--- config.mk ---
export PLATFORM = sky130hd
export DESIGN_NAME = modbus_rtu_request_framer_core
export DESIGN_NICKNAME = d
export VERILOG_FILES = /design/src/rtl/mrf_pkg.sv /design/src/rtl/mrf_front.sv /design/src/rtl/mrf_cmd_fifo.sv /design/src/rtl/mrf_back.sv /design/src/rtl/modbus_rtu_request_framer_core.sv
export SDC_FILE = /design/constraint.sdc
export NUM_CORES = 1
export LEC_CHECK = 0
export ABC_AREA = 1
export BUFFER_PORTS_ARGS = -buffer_cell sky130_fd_sc_hd__buf_2
export CORE_MARGIN = 2
export CORE_UTILIZATION = 55
export DETAILED_ROUTE_END_ITERATION = 7
export PLACE_DENSITY = 0.86
export SLEW_MARGIN = 20
export SYNTH_ARGS = -nofsm -noshare
export SYNTH_HDL_FRONTEND = slang
export SYNTH_HIERARCHICAL = 1
export SYNTH_SLANG_ARGS = --single-unit
--- constraint.sdc ---
create_clock -name clk_i -period 11.1 [get_ports clk_i]
set_input_delay 1.665 -clock clk_i [delete_from_list [all_inputs] [get_ports clk_i]]
set_output_delay 1.665 -clock clk_i [all_outputs]
set_load 0.05 [all_outputs]
--- src/rtl/mrf_pkg.sv ---
// Shared types, constants and the CRC-16/MODBUS byte update for the request framer.
`timescale 1ns / 1ps
package mrf_pkg;

  localparam logic [15:0] CrcPreset = 16'hFFFF;
  localparam logic [15:0] CrcPoly   = 16'hA001;
  localparam int unsigned StepW     = 4;   // longest frame run is nine bytes
  localparam int unsigned AddrW     = 4;   // three 32-bit registers at 0, 4, 8
  localparam int unsigned DataW     = 32;

  // input item kinds
  localparam logic [1:0] KindRead  = 2'd0;
  localparam logic [1:0] KindWrHdr = 2'd1;
  localparam logic [1:0] KindData  = 2'd2;

  // configuration register indexes
  localparam logic [1:0] RegDevAddr = 2'd0;
  localparam logic [1:0] RegRdFunc  = 2'd1;
  localparam logic [1:0] RegWrFunc  = 2'd2;

  typedef enum logic [1:0] {
    OP_READ,
    OP_WHDR,
    OP_DATA,
    OP_ERR
  } op_e;

  // one classified request handed from front to back
  typedef struct packed {
    op_e         op;
    logic        crc_end;   // frame closes with CRC after this request
    logic [15:0] start;
    logic [15:0] count;
    logic [7:0]  byte_val;  // byte count for a header, payload for data
  } cmd_t;

  typedef struct packed {
    logic [7:0] dev_addr;
    logic [7:0] rd_func;
    logic [7:0] wr_func;
  } cfg_t;

  function automatic logic [15:0] crc_feed(input logic [15:0] crc, input logic [7:0] b);
    logic [15:0] c;
    c = crc ^ {8'h00, b};
    for (int i = 0; i < 8; i++) begin
      if (c[0]) begin
        c = (c >> 1) ^ CrcPoly;
      end else begin
        c = c >> 1;
      end
    end
    return c;
  endfunction

endpackage

--- src/rtl/mrf_front.sv ---
// Front end: accepts requests, tracks the pending write and classifies each request.
`timescale 1ns / 1ps
module mrf_front (
  input  logic               clk_i,
  input  logic               rst_ni,
  input  logic               accept_i,
  input  logic [1:0]         kind_i,
  input  logic [15:0]        start_address_i,
  input  logic [15:0]        register_count_i,
  input  logic [7:0]         byte_count_i,
  input  logic [7:0]         data_byte_i,
  output logic               cmd_push_o,
  output mrf_pkg::cmd_t      cmd_o
);

  logic [7:0] left_q, left_d;

  always_comb begin
    left_d           = left_q;
    cmd_push_o       = 1'b0;
    cmd_o.op         = mrf_pkg::OP_ERR;
    cmd_o.crc_end    = 1'b0;
    cmd_o.start      = start_address_i;
    cmd_o.count      = register_count_i;
    cmd_o.byte_val   = byte_count_i;
    if (accept_i) begin
      case (kind_i)
        mrf_pkg::KindRead: begin
          cmd_push_o    = 1'b1;
          cmd_o.op      = mrf_pkg::OP_READ;
          cmd_o.crc_end = 1'b1;
          left_d        = 8'd0;
        end
        mrf_pkg::KindWrHdr: begin
          cmd_push_o    = 1'b1;
          cmd_o.op      = mrf_pkg::OP_WHDR;
          cmd_o.crc_end = (byte_count_i == 8'd0);
          left_d        = byte_count_i;
        end
        mrf_pkg::KindData: begin
          cmd_push_o     = 1'b1;
          cmd_o.byte_val = data_byte_i;
          if (left_q == 8'd0) begin
            cmd_o.op = mrf_pkg::OP_ERR;
          end else begin
            cmd_o.op      = mrf_pkg::OP_DATA;
            cmd_o.crc_end = (left_q == 8'd1);
            left_d        = left_q - 8'd1;
          end
        end
        default: begin
          // meaningless kind: dropped
        end
      endcase
    end
  end

  always_ff @(posedge clk_i or negedge rst_ni) begin
    if (!rst_ni) begin
      left_q <= 8'd0;
    end else begin
      left_q <= left_d;
    end
  end

endmodule

--- src/rtl/mrf_cmd_fifo.sv ---
// Small register queue of classified requests between front and back.
`timescale 1ns / 1ps
module mrf_cmd_fifo #(
  parameter int unsigned Depth = 4
) (
  input  logic          clk_i,
  input  logic          rst_ni,
  input  logic          push_i,
  input  mrf_pkg::cmd_t wdata_i,
  input  logic          pop_i,
  output mrf_pkg::cmd_t rdata_o,
  output logic          full_o,
  output logic          empty_o
);

  localparam int unsigned PtrW = (Depth > 1) ? $clog2(Depth) : 1;
  localparam int unsigned CntW = $clog2(Depth + 1);

  mrf_pkg::cmd_t   mem_q [Depth];
  logic [PtrW-1:0] wr_ptr_q, rd_ptr_q;
  logic [CntW-1:0] cnt_q;
  logic            do_push, do_pop;

  assign full_o  = (cnt_q == CntW'(Depth));
  assign empty_o = (cnt_q == '0);
  assign rdata_o = mem_q[rd_ptr_q];
  assign do_push = push_i && !full_o;
  assign do_pop  = pop_i && !empty_o;

  always_ff @(posedge clk_i) begin
    if (do_push) begin
      mem_q[wr_ptr_q] <= wdata_i;
    end
  end

  always_ff @(posedge clk_i or negedge rst_ni) begin
    if (!rst_ni) begin
      wr_ptr_q <= '0;
      rd_ptr_q <= '0;
      cnt_q    <= '0;
    end else begin
      if (do_push) begin
        wr_ptr_q <= (wr_ptr_q == PtrW'(Depth - 1)) ? '0 : wr_ptr_q + 1'b1;
      end
      if (do_pop) begin
        rd_ptr_q <= (rd_ptr_q == PtrW'(Depth - 1)) ? '0 : rd_ptr_q + 1'b1;
      end
      if (do_push && !do_pop) begin
        cnt_q <= cnt_q + 1'b1;
      end else if (do_pop && !do_push) begin
        cnt_q <= cnt_q - 1'b1;
      end
    end
  end

endmodule

--- src/rtl/mrf_back.sv ---
// Back end: walks each request byte by byte, runs the CRC, fills the output register.
`timescale 1ns / 1ps
module mrf_back (
  input  logic          clk_i,
  input  logic          rst_ni,
  input  mrf_pkg::cfg_t cfg_i,
  input  mrf_pkg::cmd_t cmd_i,
  input  logic          cmd_empty_i,
  output logic          cmd_pop_o,
  input  logic          pop_i,
  output logic          empty_o,
  output logic [7:0]    frame_byte_o,
  output logic          last_o,
  output logic          error_o
);

  logic [mrf_pkg::StepW-1:0] step_q, step_d;
  logic [mrf_pkg::StepW-1:0] n_trk, n_tot;
  logic [15:0]               crc_q, crc_d, crc_base;
  logic                      out_vld_q, out_vld_d;
  logic [7:0]                byte_q, byte_d;
  logic                      last_q, last_d, err_q, err_d;
  logic                      emit, done;
  logic [7:0]                hdr_byte;

  assign emit      = !cmd_empty_i && (!out_vld_q || pop_i);
  assign done      = (step_q == n_tot - 1'b1);
  assign cmd_pop_o = emit && done;

  always_comb begin
    case (cmd_i.op)
      mrf_pkg::OP_READ: n_trk = mrf_pkg::StepW'(6);
      mrf_pkg::OP_WHDR: n_trk = mrf_pkg::StepW'(7);
      mrf_pkg::OP_DATA: n_trk = mrf_pkg::StepW'(1);
      default:          n_trk = '0;
    endcase
    if (cmd_i.op == mrf_pkg::OP_ERR) begin
      n_tot = mrf_pkg::StepW'(1);
    end else begin
      n_tot = n_trk + (cmd_i.crc_end ? mrf_pkg::StepW'(2) : '0);
    end
  end

  always_comb begin
    case (step_q)
      mrf_pkg::StepW'(0): hdr_byte = cfg_i.dev_addr;
      mrf_pkg::StepW'(1): hdr_byte = (cmd_i.op == mrf_pkg::OP_READ) ? cfg_i.rd_func
                                                                      : cfg_i.wr_func;
      mrf_pkg::StepW'(2): hdr_byte = cmd_i.start[15:8];
      mrf_pkg::StepW'(3): hdr_byte = cmd_i.start[7:0];
      mrf_pkg::StepW'(4): hdr_byte = cmd_i.count[15:8];
      mrf_pkg::StepW'(5): hdr_byte = cmd_i.count[7:0];
      default:            hdr_byte = cmd_i.byte_val;
    endcase
  end

  // a new frame header always restarts the CRC, even over an abandoned write
  assign crc_base = ((cmd_i.op == mrf_pkg::OP_READ || cmd_i.op == mrf_pkg::OP_WHDR)
                     && step_q == '0) ? mrf_pkg::CrcPreset : crc_q;

  always_comb begin
    step_d    = step_q;
    crc_d     = crc_q;
    out_vld_d = out_vld_q;
    byte_d    = byte_q;
    last_d    = last_q;
    err_d     = err_q;
    if (emit) begin
      out_vld_d = 1'b1;
      last_d    = 1'b0;
      err_d     = 1'b0;
      step_d    = done ? '0 : step_q + 1'b1;
      if (cmd_i.op == mrf_pkg::OP_ERR) begin
        byte_d = 8'h00;
        err_d  = 1'b1;
      end else if (step_q < n_trk) begin
        byte_d = (cmd_i.op == mrf_pkg::OP_DATA) ? cmd_i.byte_val : hdr_byte;
        crc_d  = mrf_pkg::crc_feed(crc_base, byte_d);
      end else if (step_q == n_trk) begin
        byte_d = crc_q[7:0];
      end else begin
        byte_d = crc_q[15:8];
        last_d = 1'b1;
        crc_d  = mrf_pkg::CrcPreset;
      end
    end else if (pop_i) begin
      out_vld_d = 1'b0;
    end
  end

  always_ff @(posedge clk_i or negedge rst_ni) begin
    if (!rst_ni) begin
      step_q    <= '0;
      crc_q     <= mrf_pkg::CrcPreset;
      out_vld_q <= 1'b0;
    end else begin
      step_q    <= step_d;
      crc_q     <= crc_d;
      out_vld_q <= out_vld_d;
    end
  end

  always_ff @(posedge clk_i) begin
    byte_q <= byte_d;
    last_q <= last_d;
    err_q  <= err_d;
  end

  assign empty_o      = !out_vld_q;
  assign frame_byte_o = byte_q;
  assign last_o       = last_q;
  assign error_o      = err_q;

endmodule

--- src/rtl/modbus_rtu_request_framer_core.sv ---
// Top level of the Modbus RTU request framer: config registers, front, queue and back.
`timescale 1ns / 1ps
// Usage:
//   Requests enter through a queue-style port: push with the fields, taken when
//   full is low. kind 0 is a read request (8 frame bytes), kind 1 a write header
//   (7 bytes, plus the CRC pair when its byte count is zero), kind 2 one write
//   data byte (echoed, followed by the CRC pair on the last one; a data byte with
//   no write pending gives a single byte flagged error). kind 3 is dropped.
//   Frame bytes leave through a queue-style port: the oldest byte is on the
//   result ports while empty is low and is taken with pop. last marks the CRC
//   high byte that closes a frame.
//   The first byte of a request passes the command queue, then the output register,
//   before it shows on the result ports. Throughput: while the receiver pops, the
//   back end writes one frame byte per cycle into the output register, one write
//   per byte of a request (1 to 9 bytes); data bytes then stream at one per cycle.
//   A command queue of CmdDepth requests decouples the two sides, so the input
//   keeps accepting while a header is still being sent. When the receiver stops
//   popping, the output register holds, the back end stalls and the queue fills
//   until full rises; nothing is lost.
//   Reset clears the queue, the output register, the pending write and the CRC,
//   and loads address 1, read code 3, write code 16. The user must write registers
//   over the APB port at byte addresses 0, 4, 8 while the block is idle (unchecked).
module modbus_rtu_request_framer_core #(
  parameter int unsigned CmdDepth = 4
) (
  input  logic                       clk_i,
  input  logic                       rst_ni,
  // request input
  input  logic                       push,
  output logic                       full,
  input  logic [1:0]                 kind_i,
  input  logic [15:0]                start_address_i,
  input  logic [15:0]                register_count_i,
  input  logic [7:0]                 byte_count_i,
  input  logic [7:0]                 data_byte_i,
  // frame byte output
  output logic                       empty,
  input  logic                       pop,
  output logic [7:0]                 frame_byte_o,
  output logic                       last_o,
  output logic                       error_o,
  // configuration
  input  logic                       psel,
  input  logic                       penable,
  input  logic                       pwrite,
  input  logic [mrf_pkg::AddrW-1:0]  paddr,
  input  logic [mrf_pkg::DataW-1:0]  pwdata,
  output logic [mrf_pkg::DataW-1:0]  prdata,
  output logic                       pready
);

  mrf_pkg::cfg_t cfg_q, cfg_d;
  mrf_pkg::cmd_t front_cmd, head_cmd;
  logic          front_push, q_empty, q_pop, q_full;
  logic          cfg_wr;
  logic [1:0]    reg_idx;

  // ---- configuration registers ----
  assign pready  = 1'b1;
  assign reg_idx = paddr[3:2];
  assign cfg_wr  = psel && penable && pwrite && pready;

  always_comb begin
    cfg_d = cfg_q;
    if (cfg_wr) begin
      case (reg_idx)
        mrf_pkg::RegDevAddr: cfg_d.dev_addr = pwdata[7:0];
        mrf_pkg::RegRdFunc:  cfg_d.rd_func  = pwdata[7:0];
        mrf_pkg::RegWrFunc:  cfg_d.wr_func  = pwdata[7:0];
        default: begin
          // unmapped address: write ignored
        end
      endcase
    end
  end

  always_comb begin
    case (reg_idx)
      mrf_pkg::RegDevAddr: prdata = {24'd0, cfg_q.dev_addr};
      mrf_pkg::RegRdFunc:  prdata = {24'd0, cfg_q.rd_func};
      mrf_pkg::RegWrFunc:  prdata = {24'd0, cfg_q.wr_func};
      default:             prdata = '0;
    endcase
  end

  always_ff @(posedge clk_i or negedge rst_ni) begin
    if (!rst_ni) begin
      cfg_q.dev_addr <= 8'd1;
      cfg_q.rd_func  <= 8'd3;
      cfg_q.wr_func  <= 8'd16;
    end else begin
      cfg_q <= cfg_d;
    end
  end

  // ---- front: accept and classify ----
  assign full = q_full;

  mrf_front u_front (
    .clk_i            (clk_i),
    .rst_ni           (rst_ni),
    .accept_i         (push && !q_full),
    .kind_i           (kind_i),
    .start_address_i  (start_address_i),
    .register_count_i (register_count_i),
    .byte_count_i     (byte_count_i),
    .data_byte_i      (data_byte_i),
    .cmd_push_o       (front_push),
    .cmd_o            (front_cmd)
  );

  // ---- request queue ----
  mrf_cmd_fifo #(
    .Depth (CmdDepth)
  ) u_fifo (
    .clk_i   (clk_i),
    .rst_ni  (rst_ni),
    .push_i  (front_push),
    .wdata_i (front_cmd),
    .pop_i   (q_pop),
    .rdata_o (head_cmd),
    .full_o  (q_full),
    .empty_o (q_empty)
  );

  // ---- back: byte sequencer, CRC and output register ----
  mrf_back u_back (
    .clk_i        (clk_i),
    .rst_ni       (rst_ni),
    .cfg_i        (cfg_q),
    .cmd_i        (head_cmd),
    .cmd_empty_i  (q_empty),
    .cmd_pop_o    (q_pop),
    .pop_i        (pop),
    .empty_o      (empty),
    .frame_byte_o (frame_byte_o),
    .last_o       (last_o),
    .error_o      (error_o)
  );

endmodule

# Word level (Yosys, flattened, before mapping)

Memory sizes are Yosys's and may differ from the RTL's.
Index checks and enable logic that the tools add are counted.

Input port bits: 93
Output and inout bits: 45
Register bits after elaboration: 70
Memories kept: 1
Memory bits (writable): 172

Memories:

| memory       | depth | width | read ports | clocked after Yosys merged registers in | write ports | RTL line           | source |
|---|---|---|---|---|---|---|---|
| u_fifo.mem_q | 4     | 43    | 1          | 0                                       | 1           | mrf_cmd_fifo.sv:19 | `mrf_pkg::cmd_t mem_q [Depth];` |

$lt $le $gt $ge: 1
Reductions and logical operators: 34
Bitwise operators: 10
Add/subtract/negate cells: 8
Multiplexer cells: 62
Eq/ne operators: 20

Operators with widths:

| cell                                                 | count |
|---|---|
| two-way mux 16 bit                                   | 32 |
| two-way mux 8 bit                                    | 7 |
| case mux 8 bit (3 select lines)                      | 2 |
| case mux 8 bit (6 select lines)                      | 1 |
| inverter 2 -> 3 bit                                  | 8 |
| case mux 3 bit (3 select lines)                      | 2 |
| zero test 8 bit                                      | 2 |
| XOR 16 x 8 -> 16 bit                                 | 1 |
| equality test 2 bit (second input constant)          | 6 |
| logical AND 1 bit                                    | 10 |
| two-way mux 1 bit                                    | 10 |
| two-way mux 3 bit                                    | 3 |
| equality test 4 x 2 -> 1 bit (second input constant) | 2 |
| equality test 4 x 3 -> 1 bit (second input constant) | 2 |
| equality test 4 bit                                  | 2 |
| equality test 8 x 1 -> 1 bit (second input constant) | 1 |
| two-way mux 4 bit                                    | 2 |
| subtractor 8 x 1 -> 8 bit (second input constant)    | 1 |
| equality test 2 x 1 -> 1 bit (second input constant) | 3 |
| zero test 2 bit                                      | 3 |
| two-way mux 2 bit                                    | 3 |
| AND reduction 2 bit                                  | 3 |
| AND reduction 3 bit                                  | 2 |
| zero test 1 bit                                      | 5 |
| 19 further kinds                                     | 22 |

# Longest topological paths before layout

Gate-level depths: netlist of run 1.
An unclocked memory read counts as a cell.

Depth after elaboration: 44
Depth in mapped cells: 31
Depth with buffers taken out: 29

# By module

The synthesis of run 1 kept the hierarchy.

By module, submodules not included:

| module                         | cells each | instances | sequential area each (sq um) | area each (sq um) |
|---|---|---|---|---|
| mrf_cmd_fifo                   | 562        | 1         | 5340.1                       | 7225.7 |
| mrf_back                       | 464        | 1         | 845.8                        | 3078.0 |
| modbus_rtu_request_framer_core | 175        | 1         | 605.6                        | 1320.0 |
| mrf_front                      | 166        | 1         | 200.2                        | 1114.8 |

# Least setup slack after synthesis of run 1

OpenSTA, ideal clock, no wires.

Kind: in2reg
From: input kind_i[0]
To: memory u_fifo/mem_q[0][0] in the netlist's numbering (enable)
Slack: 6.608 ns
Arrival: 4.048 ns
Required time: 10.656 ns
Stages on the path: 4
Setup time: 0.444 ns
Buffers on the path: 0
Cells stage by stage: ha_1 -> nor2_8 -> nand2_1 -> nor2_1

Word-level cells in the longest chain between the ends: 7

RTL lines:

| what                                                 | RTL line                             | source |
|---|---|---|
| from (decl)                                          | modbus_rtu_request_framer_core.sv:31 | `input logic [1:0] kind_i,` |
| equality test 2 x 1 -> 1 bit (tied with other cells) | mrf_front.sv:27                      | `case (kind_i)` |
| OR reduction 3 bit (no source line) (*)              | -                                    |  |
| two-way mux 1 bit (*)                                | mrf_front.sv:27                      |  |
| two-way mux 1 bit (*)                                | mrf_front.sv:26                      | `if (accept_i) begin` |
| via front_push                                       | modbus_rtu_request_framer_core.sv:54 | `logic front_push, q_empty, q_pop, q_full;` |
| logical AND 1 bit (*)                                | mrf_cmd_fifo.sv:27                   | `assign do_push = push_i && !full_o;` |
| two-way mux 1 bit (*)                                | mrf_cmd_fifo.sv:31                   | `if (do_push) begin` |
| two-way mux 1 bit (implied by the code) (*)          | mrf_cmd_fifo.sv:32                   | `mem_q[wr_ptr_q] <= wdata_i;` |
| to (decl)                                            | mrf_cmd_fifo.sv:19                   |  |

Mark *: on every way through the listed nets, which the timed path passes. The rest lies on a longest branch.

==> metrics.txt, run 1 <==
outcome=finished, final reports clean; DRC=0; Num CTS Buffers=24; drt total wl=26900 um; HPWL after detailed placement=17800 um; die height=156 um; Primary FF master, synth=edfxtp_1; Fill cells=1831; EDFF count, synth=182; crit path max fanout=112; initial antenna violation count=2; Final ANT Viol Nets=0; largest net degree at the start of global routing=113; via/cell ratio=5.42; Hold Violations, Final=0; Worst VDD drop=0.202 mV; RSZ-0062 raised after global routing=no; Cells after Synth=1367; Clock Tree Buf Depth=3; DIE AREA=24400 sq um; post-route cell area=13700 sq um; via count of the first global-routing pass=8671; initial core utilization=56.1%; Worst EP arrival=6.65 ns; Vias=9291; post-CTS setup buffers=0; first-pass GRT wire length=42700 um; Ys Warns=6; Setup CP Type=reg2reg; hold depth=2; Max Fclk=161 MHz; Wirelength per Cell=15.7 um; nets=1533; worst-skew pair later-pin latency=0.55 ns; Worst Hold Class=reg2reg; Synth-to-Final Area Change=7.92%; clock transition at the registers of the reported paths=0.06 ns; crit end category=flop; die width=156 um; gpl congestion=0.903; hold_buf cts=0; DP Area=13000 sq um; io pins=138; core area=22700 sq um; layout cells sized above 1=15.0%; Worst Path Required=11.53 ns; total grt overflow=0; register area share after synthesis=54.9%; TritonCTS Sinks=242; row count=55; Setup violations, final=0; Worst Tran Pin Value=1.01 ns; Root Buffer Master=clkbuf_16; Mapped Area=12700 sq um; reg2reg path depth=20; Leak=6.24 nW; Mapped Avg Cell Area=9.32 sq um; min cycle time layout=6.22 ns; Final Skew=0.0212 ns; Slew headroom=32.8%; post-synth cell types=46; setup TNS=0 ns; P per Cell Area=295 nW/um^2; Slew Limit Fails=0; Port-buffer cells=86; max cap viols=0; DR pass1 iterations=6; period utilization=56.0%; Setup crit start kind=flop; ys async rst share=24.8%; DR iter-0 viols=1128; CTS tree=built; FF+latch count, synth=242; H-tree depth=1; gr usage total=22.1%; post-cts sizing count=0
worst paths after layout:
kind	from	slack [ns]	to
max	u_fifo/rd_ptr_q[0]	4.88	u_fifo/cnt_q[1]
min	cfg_q[9]	0.48	cfg_q[9]
max reg2reg	u_fifo/rd_ptr_q[0]	4.88	u_fifo/cnt_q[1]
min reg2reg	cfg_q[9]	0.48	cfg_q[9]
max in group asynchronous	rst_ni	9.20	u_fifo/rd_ptr_q[0]
min in group asynchronous	rst_ni	1.30	cfg_q[5]
cell usage after synthesis (all sizes together) (18+ instances only):
library cell / n / area [sq um]
ha: 28 / 350
edfxtp: 182 / 5470
dfrtp: 40 / 1000
dfstp: 20 / 526
nand4: 18 / 113
nand2: 442 / 1760
nor2: 62 / 315
inv: 212 / 798
buf: 95 / 671
o21ai: 40 / 238
o211ai: 88 / 661
nand3: 77 / 405
cells by family after synthesis:
kind of cell | synth area share [%]
fa+ha+maj | 2.91
compound gates | 8.67
simple gates | 20.9
flops | 54.9
buf+inv | 11.7
xor+xnor | 0.550
mux | 0.354
other cells | 0.0590
cell usage in the layout, fill, tap and decap left out, types with 25 or more instances in the layout:
master    synthesis  final
nand2_1         414    414
o211ai_1         88     88
o21ai_0          28     28
nor2_1           50     46
conb_1            2     25
ha_1             28     28
edfxtp_1        182    182
inv_1           198    198
dfrtp_1          40     39
nand3_1          73     73
buf_2            28     86
stage by stage:
| stage | cells | util, % | power (mW) | setup slack [ns] | hold slack (ns) |
|---|---|---|---|---|---|
| after global routing | 1714 | 60.5 | 4.34 | 4.48 | 0.487 |
| after floorplan | 1390 | - | 2.89 | 6.61 | 0.450 |
| after detailed placement | 1670 | 57.3 | 3.28 | 5.01 | 0.465 |
| after global placement | 1670 | 57.3 | 3.20 | 5.24 | 0.464 |
| after CTS | 1714 | 60.5 | 4.04 | 4.97 | 0.474 |
| final | 1715 | 60.5 | 4.06 | 4.88 | 0.478 |
cell type report:
class / count / area, sq um / area share, %
clock inverter: 6 / 61.3 / 0.446
antenna: 1 / 2.50 / 0.0182
timing repair buffer: 94 / 490 / 3.57
multi-input combinational: 835 / 4370 / 31.8
tap: 285 / 357 / 2.59
sequential: 242 / 7000 / 50.9
clock buffer: 38 / 663 / 4.82
inverter: 214 / 806 / 5.86
flip-flops by register name (all words and copies together) (netlist names):
| name | flops |
|---|---|
| u_fifo/mem_q | 172 |
| cfg_q | 24 |
| u_back/crc_q | 16 |
| u_back/frame_byte_o | 8 |
| u_front/left_q | 8 |
| u_back/step_q | 4 |
| u_fifo/cnt_q | 3 |
| u_fifo/rd_ptr_q | 2 |
| u_fifo/wr_ptr_q | 2 |
| u_back/error_o | 1 |
| u_back/last_o | 1 |
| u_back/out_vld_q | 1 |
layer usage:
layer  track usage [%]  up-vias  wire length, um
li1                  -     4485                -
met1              28.4     4338            10800
met2              37.6      407            13000
met3              4.14       59             2230
met4              8.04        2              828
met5                 0        -               13
worst max-delay path, stage by stage, from the launching register on:
cell      delay (ns)
dfrtp_4         0.81
buf_4           0.87
o211ai_1        0.21
nand2_1         0.18
inv_1           0.09
ha_1            0.39
nor2_1          0.49
inv_1           0.13
ha_1            0.28
or2_2           0.31
ha_1            0.20
xor2_1          0.17
a221oi_1        0.29
o211ai_1        0.20
nor2_1          0.36
nand2_1         0.20
ha_1            0.25
inv_1           0.10
fa_1            0.41
nand2_1         0.07
o21ai_0         0.06
report_power, final:
group	leakage [nW]	switching (mW)	internal, mW
registers	2.38	0.120	1.22
logic	3.53	1.39	0.588
clock network	0.338	0.330	0.414
Note: power is estimated with default switching activity, not from simulation.
==> run 2: changes to the inputs <==
==> constraint.sdc (replaced) <==
create_clock -name clk_i -period 6.5 [get_ports clk_i]
set_input_delay 0.975 -clock clk_i [delete_from_list [all_inputs] [get_ports clk_i]]
set_output_delay 0.975 -clock clk_i [all_outputs]
set_load 0.05 [all_outputs]
==> metrics.txt, run 2 (same netlist as run 1, synthesis figures left out) <==
initial antenna violation count=2 (unchanged); Leak=6.30 nW (+0.88%); Vias=9380 (+0.96%); pre-CTS WS=1.39 ns (-3.62 ns); initial core utilization=56.1% (unchanged); die height=156 um (unchanged); Final Util=61.0% (+0.43 points); commonest non-fill, non-tap cell in the layout=nand2_1; reg2reg setup slack=1.16 ns (-3.72 ns); DR pass1 iterations=6 (unchanged); DP Area=13000 sq um (about the same); largest net degree at the start of global routing=133 (+18%); top flop regs=u_fifo/mem_q: 172 flops, cfg_q: 24 flops, u_back/crc_q: 16 flops; Setup crit start kind=flop; drt total wl=28100 um (+4.7%); commonest non-fill, non-tap cells in the layout=414 x nand2_1, 198 x inv_1, 182 x edfxtp_1; nets=1535 (+0.13%); Worst Path Required=6.92 ns (-4.61 ns); TritonCTS Sinks=242 (unchanged); Port-buffer cells=86 (unchanged); Hold Violations, Final=0 (unchanged); hold path startpoint=cfg_q[8]; clock transition at the registers of the reported paths=0.06 ns (about the same); post-CTS setup buffers=0 (unchanged); total grt overflow=0 (unchanged); outcome=finished, final reports clean; crit end category=flop; Clock Tree Buf Depth=3 (unchanged); gpl congestion=0.924 (+2.2%); DIE AREA=24400 sq um (unchanged); die width=156 um (unchanged); Wirelength per Cell=16.4 um (+4.5%); first-pass GRT wire length=45000 um (+5.3%); Max Fclk=187 MHz (+17%); DR iter-0 viols=798 (-29%); hold_ws=0.484 ns (+0.00634 ns); clock share of power=19.7% (+1.4 points); Hold Path End=cfg_q[8]; internal power=3.88 mW (+75%); reg2reg end=u_fifo/cnt_q[1]; H-tree depth=1 (unchanged); hold_buf cts=0 (unchanged); core area=22700 sq um (unchanged); Root Buffer Master=clkbuf_16; P per Cell Area=513 nW/um^2 (+74%); Setup CP Type=reg2reg; max cap viols=0 (unchanged); Final ANT Viol Nets=0 (unchanged); layout cells sized above 1=15.8% (+0.74 points); CTS tree=built; via/cell ratio=5.46 (+0.78%); combinational group share of total power=48.2% (-0.5 points); Setup violations, final=0 (unchanged); Fill cells=1824 (-0.38%); hold depth=2 (unchanged); row count=55 (unchanged); RSZ-0062 raised after global routing=no; Flop pwr share=32.0% (-1.0 points); setup TNS=0 ns (unchanged); post-route cell area=13800 sq um (+0.71%); Final Skew=0.0193 ns (-0.00198 ns); Worst VDD drop=0.377 mV (+86%); Worst Tran Pin Value=0.896 ns (-0.112 ns); Worst Hold Class=reg2reg; Net Sw Frac=45.4% (+0.098 points); Top reg by flops=u_fifo/mem_q; Synth-to-Final Area Change=8.68%; reg2reg path depth=20 (unchanged); Num CTS Buffers=25 (+4.2%); dpl cells=1671 (+0.060%); Slew headroom=40.3% (+7.4 points); Final Non-Filler Cells=1718 (+0.17%); worst-skew pair later-pin latency=0.54 ns (about the same); post-cts sizing count=0 (unchanged); DRC=0 (unchanged); Worst EP arrival=5.76 ns (-0.89 ns); via count of the first global-routing pass=8950 (+3.2%); io pins=138 (unchanged); FF-to-FF Start=u_fifo/rd_ptr_q[1]; crit path max fanout=15 (-87%); min cycle time layout=5.34 ns (-0.881 ns); Largest register FFs=172 (unchanged); gr usage total=23.3% (+1.2 points); Sw Pwr=3.23 mW (+76%); Tot Pwr=7.11 mW (+75%); Slew Limit Fails=0 (unchanged); PnR worst setup slack=1.16 ns (-3.72 ns); HPWL after detailed placement=18600 um (+4.4%); period utilization=82.1% (+26 points)
## run 2: changes by cell type in the layout (fill, tap and decap cells not counted), sizes merged
| cell | change |
|---|---|
| clkbuf | -11 |
| clkinv | +7 |
| bufinv | +2 |
| clkinvlp | +2 |
| inv | +2 |
| buf | +1 |
## run 2: area by class of cell
cell class              instances  area (sq um)  area share [%]
flip-flops and latches        242          7000            50.5
multi-input cells             835          4370            31.6
inverters                     214           806            5.82
clock buffers                  27           633            4.57
repair buffers                 95           502            3.62
well taps                     285           357            2.58
clock inverters                19           178            1.28
diodes                          1          2.50          0.0181
## run 2: power groups by stage
stage	Combinational, mW	Sequential, mW	Clock (mW)
after floorplan	2.60	2.34	0
after global placement	3.19	2.28	0
after detailed placement	3.32	2.30	0
after CTS	3.37	2.27	1.43
after global routing	3.77	2.31	1.49
final	3.43	2.28	1.40
## run 2: metal layers
layer | track usage (%) | vias up | wire length, um | share of wire, %
met2 | 39.8 | 419 | 13800 | 49
li1 | - | 4499 | - | -
met5 | 0 | - | 13 | 0.046
met1 | 30.4 | 4398 | 11300 | 40
met3 | 3.83 | 62 | 2270 | 8.1
met4 | 7.86 | 2 | 792 | 2.8
## run 2: how the worst max path moves through the flow
stage | cells after the start | slack, ns | to | startpoint
floorplan | 22 | 2.26 | u_fifo/cnt_q[1] | u_fifo/rd_ptr_q[1]
global placement | 20 | 1.64 | u_fifo/cnt_q[1] | u_fifo/rd_ptr_q[1]
detailed placement | 17 | 1.39 | u_fifo/cnt_q[1] | u_fifo/rd_ptr_q[0]
CTS | 20 | 1.21 | u_fifo/cnt_q[1] | u_fifo/rd_ptr_q[1]
global route | 20 | 0.79 | u_fifo/cnt_q[1] | u_fifo/rd_ptr_q[1]
finish | 20 | 1.16 | u_fifo/cnt_q[1] | u_fifo/rd_ptr_q[1]
## run 2: critical path, stage by stage, from the launching register on
cell and delay (ns):
dfrtp_1 0.58, inv_2 0.23, o211ai_1 0.13, nand2_1 0.16
inv_1 0.09, ha_1 0.40, nor2_1 0.51, inv_1 0.13
ha_1 0.28, or2_2 0.31, ha_1 0.19, xor2_1 0.18
a221oi_1 0.38, o211ai_1 0.25, nor2_1 0.36, nand2_1 0.17
ha_1 0.23, inv_1 0.09, fa_1 0.41, nand2_1 0.07
o21ai_0 0.07
==> run 3: changes to the inputs <==
--- a/config.mk
+++ b/config.mk
@@ -5,12 +5,12 @@
 export SDC_FILE = /design/constraint.sdc
 export NUM_CORES = 1
 export LEC_CHECK = 0
-export ABC_AREA = 1
+export ABC_AREA = 0
 export BUFFER_PORTS_ARGS = -buffer_cell sky130_fd_sc_hd__buf_2
 export CORE_MARGIN = 2
 export CORE_UTILIZATION = 55
 export DETAILED_ROUTE_END_ITERATION = 7
-export PLACE_DENSITY = 0.86
+export PLACE_DENSITY = 0.87
 export SLEW_MARGIN = 20
 export SYNTH_ARGS = -nofsm -noshare
 export SYNTH_HDL_FRONTEND = slang
==> constraint.sdc (replaced) <==
create_clock -name clk_i -period 5.3 [get_ports clk_i]
set_input_delay 0.795 -clock clk_i [delete_from_list [all_inputs] [get_ports clk_i]]
set_output_delay 0.795 -clock clk_i [all_outputs]
set_load 0.05 [all_outputs]
==> metrics.txt, run 3 <==
commonest non-fill, non-tap cells in the layout=182 x edfxtp_1, 86 x buf_2, 48 x nand2_1; worst-skew pair later-pin latency=0.52 ns (-0.02 ns); min cycle time layout=4.60 ns (-0.737 ns); hold_buf cts=0 (unchanged); period utilization=86.8% (+4.7 points); Num CTS Buffers=25 (unchanged); Hold Violations, Final=0 (unchanged); Mapped Avg Cell Area=14.9 sq um (+60%); post-CTS setup buffers=0 (unchanged); Worst Path Required=5.71 ns (-1.21 ns); post-synth cell types=75 (+63%); Clock Tree Buf Depth=3 (unchanged); P per Cell Area=657 nW/um^2 (+28%); initial core utilization=55.9% (-0.17 points); DR iter-0 viols=692 (-13%); register area share after synthesis=59.7% (+4.8 points); via/cell ratio=5.88 (+7.7%); Max Fclk=217 MHz (+16%); Worst Hold Class=in2async; PnR worst setup slack=0.699 ns (-0.463 ns); Mapped Area=11700 sq um (-8.0%); HPWL after detailed placement=15700 um (-16%); pre-CTS WS=0.744 ns (-0.643 ns); Leak=4.81 nW (-24%); cell taking the most area after synthesis=edfxtp_1; outcome=finished, final reports clean; Setup crit start kind=flop; Cells after Synth=788 (-42%); hold_ws=0.453 ns (-0.0316 ns); max cap viols=0 (unchanged); gr usage total=22.4% (-0.85 points); Final Util=61.2% (+0.21 points); FF+latch count, synth=242 (unchanged); largest cells by area after synthesis=edfxtp_1 47%, dfrtp_1 8.5%, mux4_2 8.3%; row count=53 (-3.6%); cell with the most instances after synthesis=edfxtp_1; Final ANT Viol Nets=0 (unchanged); Port-buffer cells=86 (unchanged); total grt overflow=0 (unchanged); drt total wl=24400 um (-13%); Final Skew=0.0118 ns (-0.00749 ns); Root Buffer Master=clkbuf_16; die width=150 um (-4.0%); layout cells sized above 1=30.0% (+14 points); ANT cells=0 (-1); Largest register FFs=172 (unchanged); via count of the first global-routing pass=6755 (-25%); Fill cells=1547 (-15%); synth cell count leaders=182 x edfxtp_1, 62 x buf_4, 48 x nand2_1; Worst EP arrival=5.01 ns (-0.75 ns); Setup violations, final=0 (unchanged); H-tree depth=1 (unchanged); DRC=0 (unchanged); nets=963 (-37%); Worst VDD drop=0.374 mV (-0.60%); DIE AREA=22500 sq um (-7.8%); setup TNS=0 ns (unchanged); Top reg by flops=u_fifo/mem_q; Vias=6668 (-29%); Yosys top cell area share=46.6% (+3.7 points); top flop regs=u_fifo/mem_q: 172 flops, cfg_q: 24 flops, u_back/crc_q: 16 flops; commonest non-fill, non-tap cell in the layout=edfxtp_1; CTS tree=built; RSZ-0062 raised after global routing=no; Worst Tran Pin Value=0.811 ns (-0.0844 ns); Slew Limit Fails=0 (unchanged); Synth-to-Final Area Change=9.40%; first-pass GRT wire length=38400 um (-15%); post-cts sizing count=0 (unchanged); DR pass1 iterations=5 (-1); initial antenna violation count=0 (-2); ys async rst share=24.8% (unchanged); TritonCTS Sinks=242 (unchanged); Slew headroom=45.9% (+5.6 points); largest net degree at the start of global routing=61 (-54%); gpl congestion=0.893 (-3.3%); crit end category=flop; core area=21000 sq um (-7.7%); EDFF count, synth=182 (unchanged); io pins=138 (unchanged); crit path max fanout=16 (+1); Setup CP Type=reg2reg; die height=150 um (-4.0%); Wirelength per Cell=21.5 um (+32%); Ys Warns=6 (unchanged); clock transition at the registers of the reported paths=0.06 ns (about the same); Primary FF master, synth=edfxtp_1
-- run 3: changes by cell type after synthesis, moves of 10 or more --
cell	change
nand4_1	-16
inv_1	-180
xnor2_1	+23
o211ai_1	-86
nand3_1	-65
mux2i_1	+18
mux2_4	+10
mux2_2	+23
a22oi_1	+15
buf_2	-14
mux4_2	+43
nand2_2	-21
nand2_1	-366
inv_2	-12
-- run 3: where the power goes --
group          internal [mW]  total [mW]  switching (mW)
logic                   1.62        3.79            2.17
registers               2.55        2.85           0.292
clock network           1.10        1.79           0.688
total                   5.27        8.42            3.15
-- run 3: worst paths after layout --
path                                     start  depth (start not counted)                  end  slack, ns
setup / recovery            u_fifo/rd_ptr_q[1]                         17      u_fifo/cnt_q[1]       0.70
hold / removal                          rst_ni                          2   u_fifo/rd_ptr_q[0]       0.45
setup reg to reg            u_fifo/rd_ptr_q[1]                         17      u_fifo/cnt_q[1]       0.70
hold reg to reg               u_back/crc_q[10]                          2     u_back/crc_q[10]       0.52
max in group asynchronous               rst_ni                          2   u_fifo/rd_ptr_q[1]       4.31
min in group clk_i         register_count_i[4]                          1  u_fifo/mem_q[1][12]       0.48
-- run 3: per-stage QoR --
stage | instance area (sq um) | power, mW | cells
2_1_floorplan | 11800 | 5.87 | 811
4_1_cts | 12800 | 8.44 | 1134
5_1_grt | 12800 | 8.91 | 1134
6_report | 12800 | 8.42 | 1134
3_5_place_dp | 12000 | 6.60 | 1089
3_3_place_gp | 12000 | 6.46 | 1089
-- run 3: per-layer routing --
| layer | vias to the layer above | GRT usage, % | part of all wire [%] |
|---|---|---|---|
| met3 | 49 | 2.93 | 6.4 |
| met2 | 298 | 37.1 | 49 |
| met4 | 0 | 7.03 | 2.5 |
| li1 | 2984 | - | - |
| met1 | 3337 | 31.3 | 42 |
| met5 | - | 0 | 0 |
-- run 3: layout make-up --
| class | instances | area, sq um | share of cell area (%) |
|---|---|---|---|
| flip-flops and latches | 242 | 6990 | 54.6 |
| multi-input cells | 458 | 4070 | 31.7 |
| clock buffers | 33 | 686 | 5.35 |
| repair buffers | 95 | 498 | 3.88 |
| well taps | 275 | 344 | 2.68 |
| clock inverters | 12 | 160 | 1.25 |
| inverters | 19 | 71.3 | 0.556 |
-- run 3: critical path, cell delays in order (launching register included) --
cell and delay, ns:
dfrtp_2 0.63, mux4_2 0.34, inv_1 0.08, ha_1 0.21, nor2_1 0.27, inv_1 0.14, ha_1 0.30, or2_2 0.30
ha_1 0.19, xnor2_1 0.21, xnor2_1 0.11, nor4_1 0.43, and2_1 0.21, o31ai_2 0.10, ha_1 0.22, inv_1 0.08
fa_1 0.41, mux2_2 0.27
-- run 3: logic make-up after synthesis --
logic type / synth area share [%]
flops: 59.7
simple gates: 6.80
buf+inv: 6.50
compound gates: 6.80
mux: 13.7
xor+xnor: 3.33
fa+ha+maj: 3.16
other cells: 0.0641
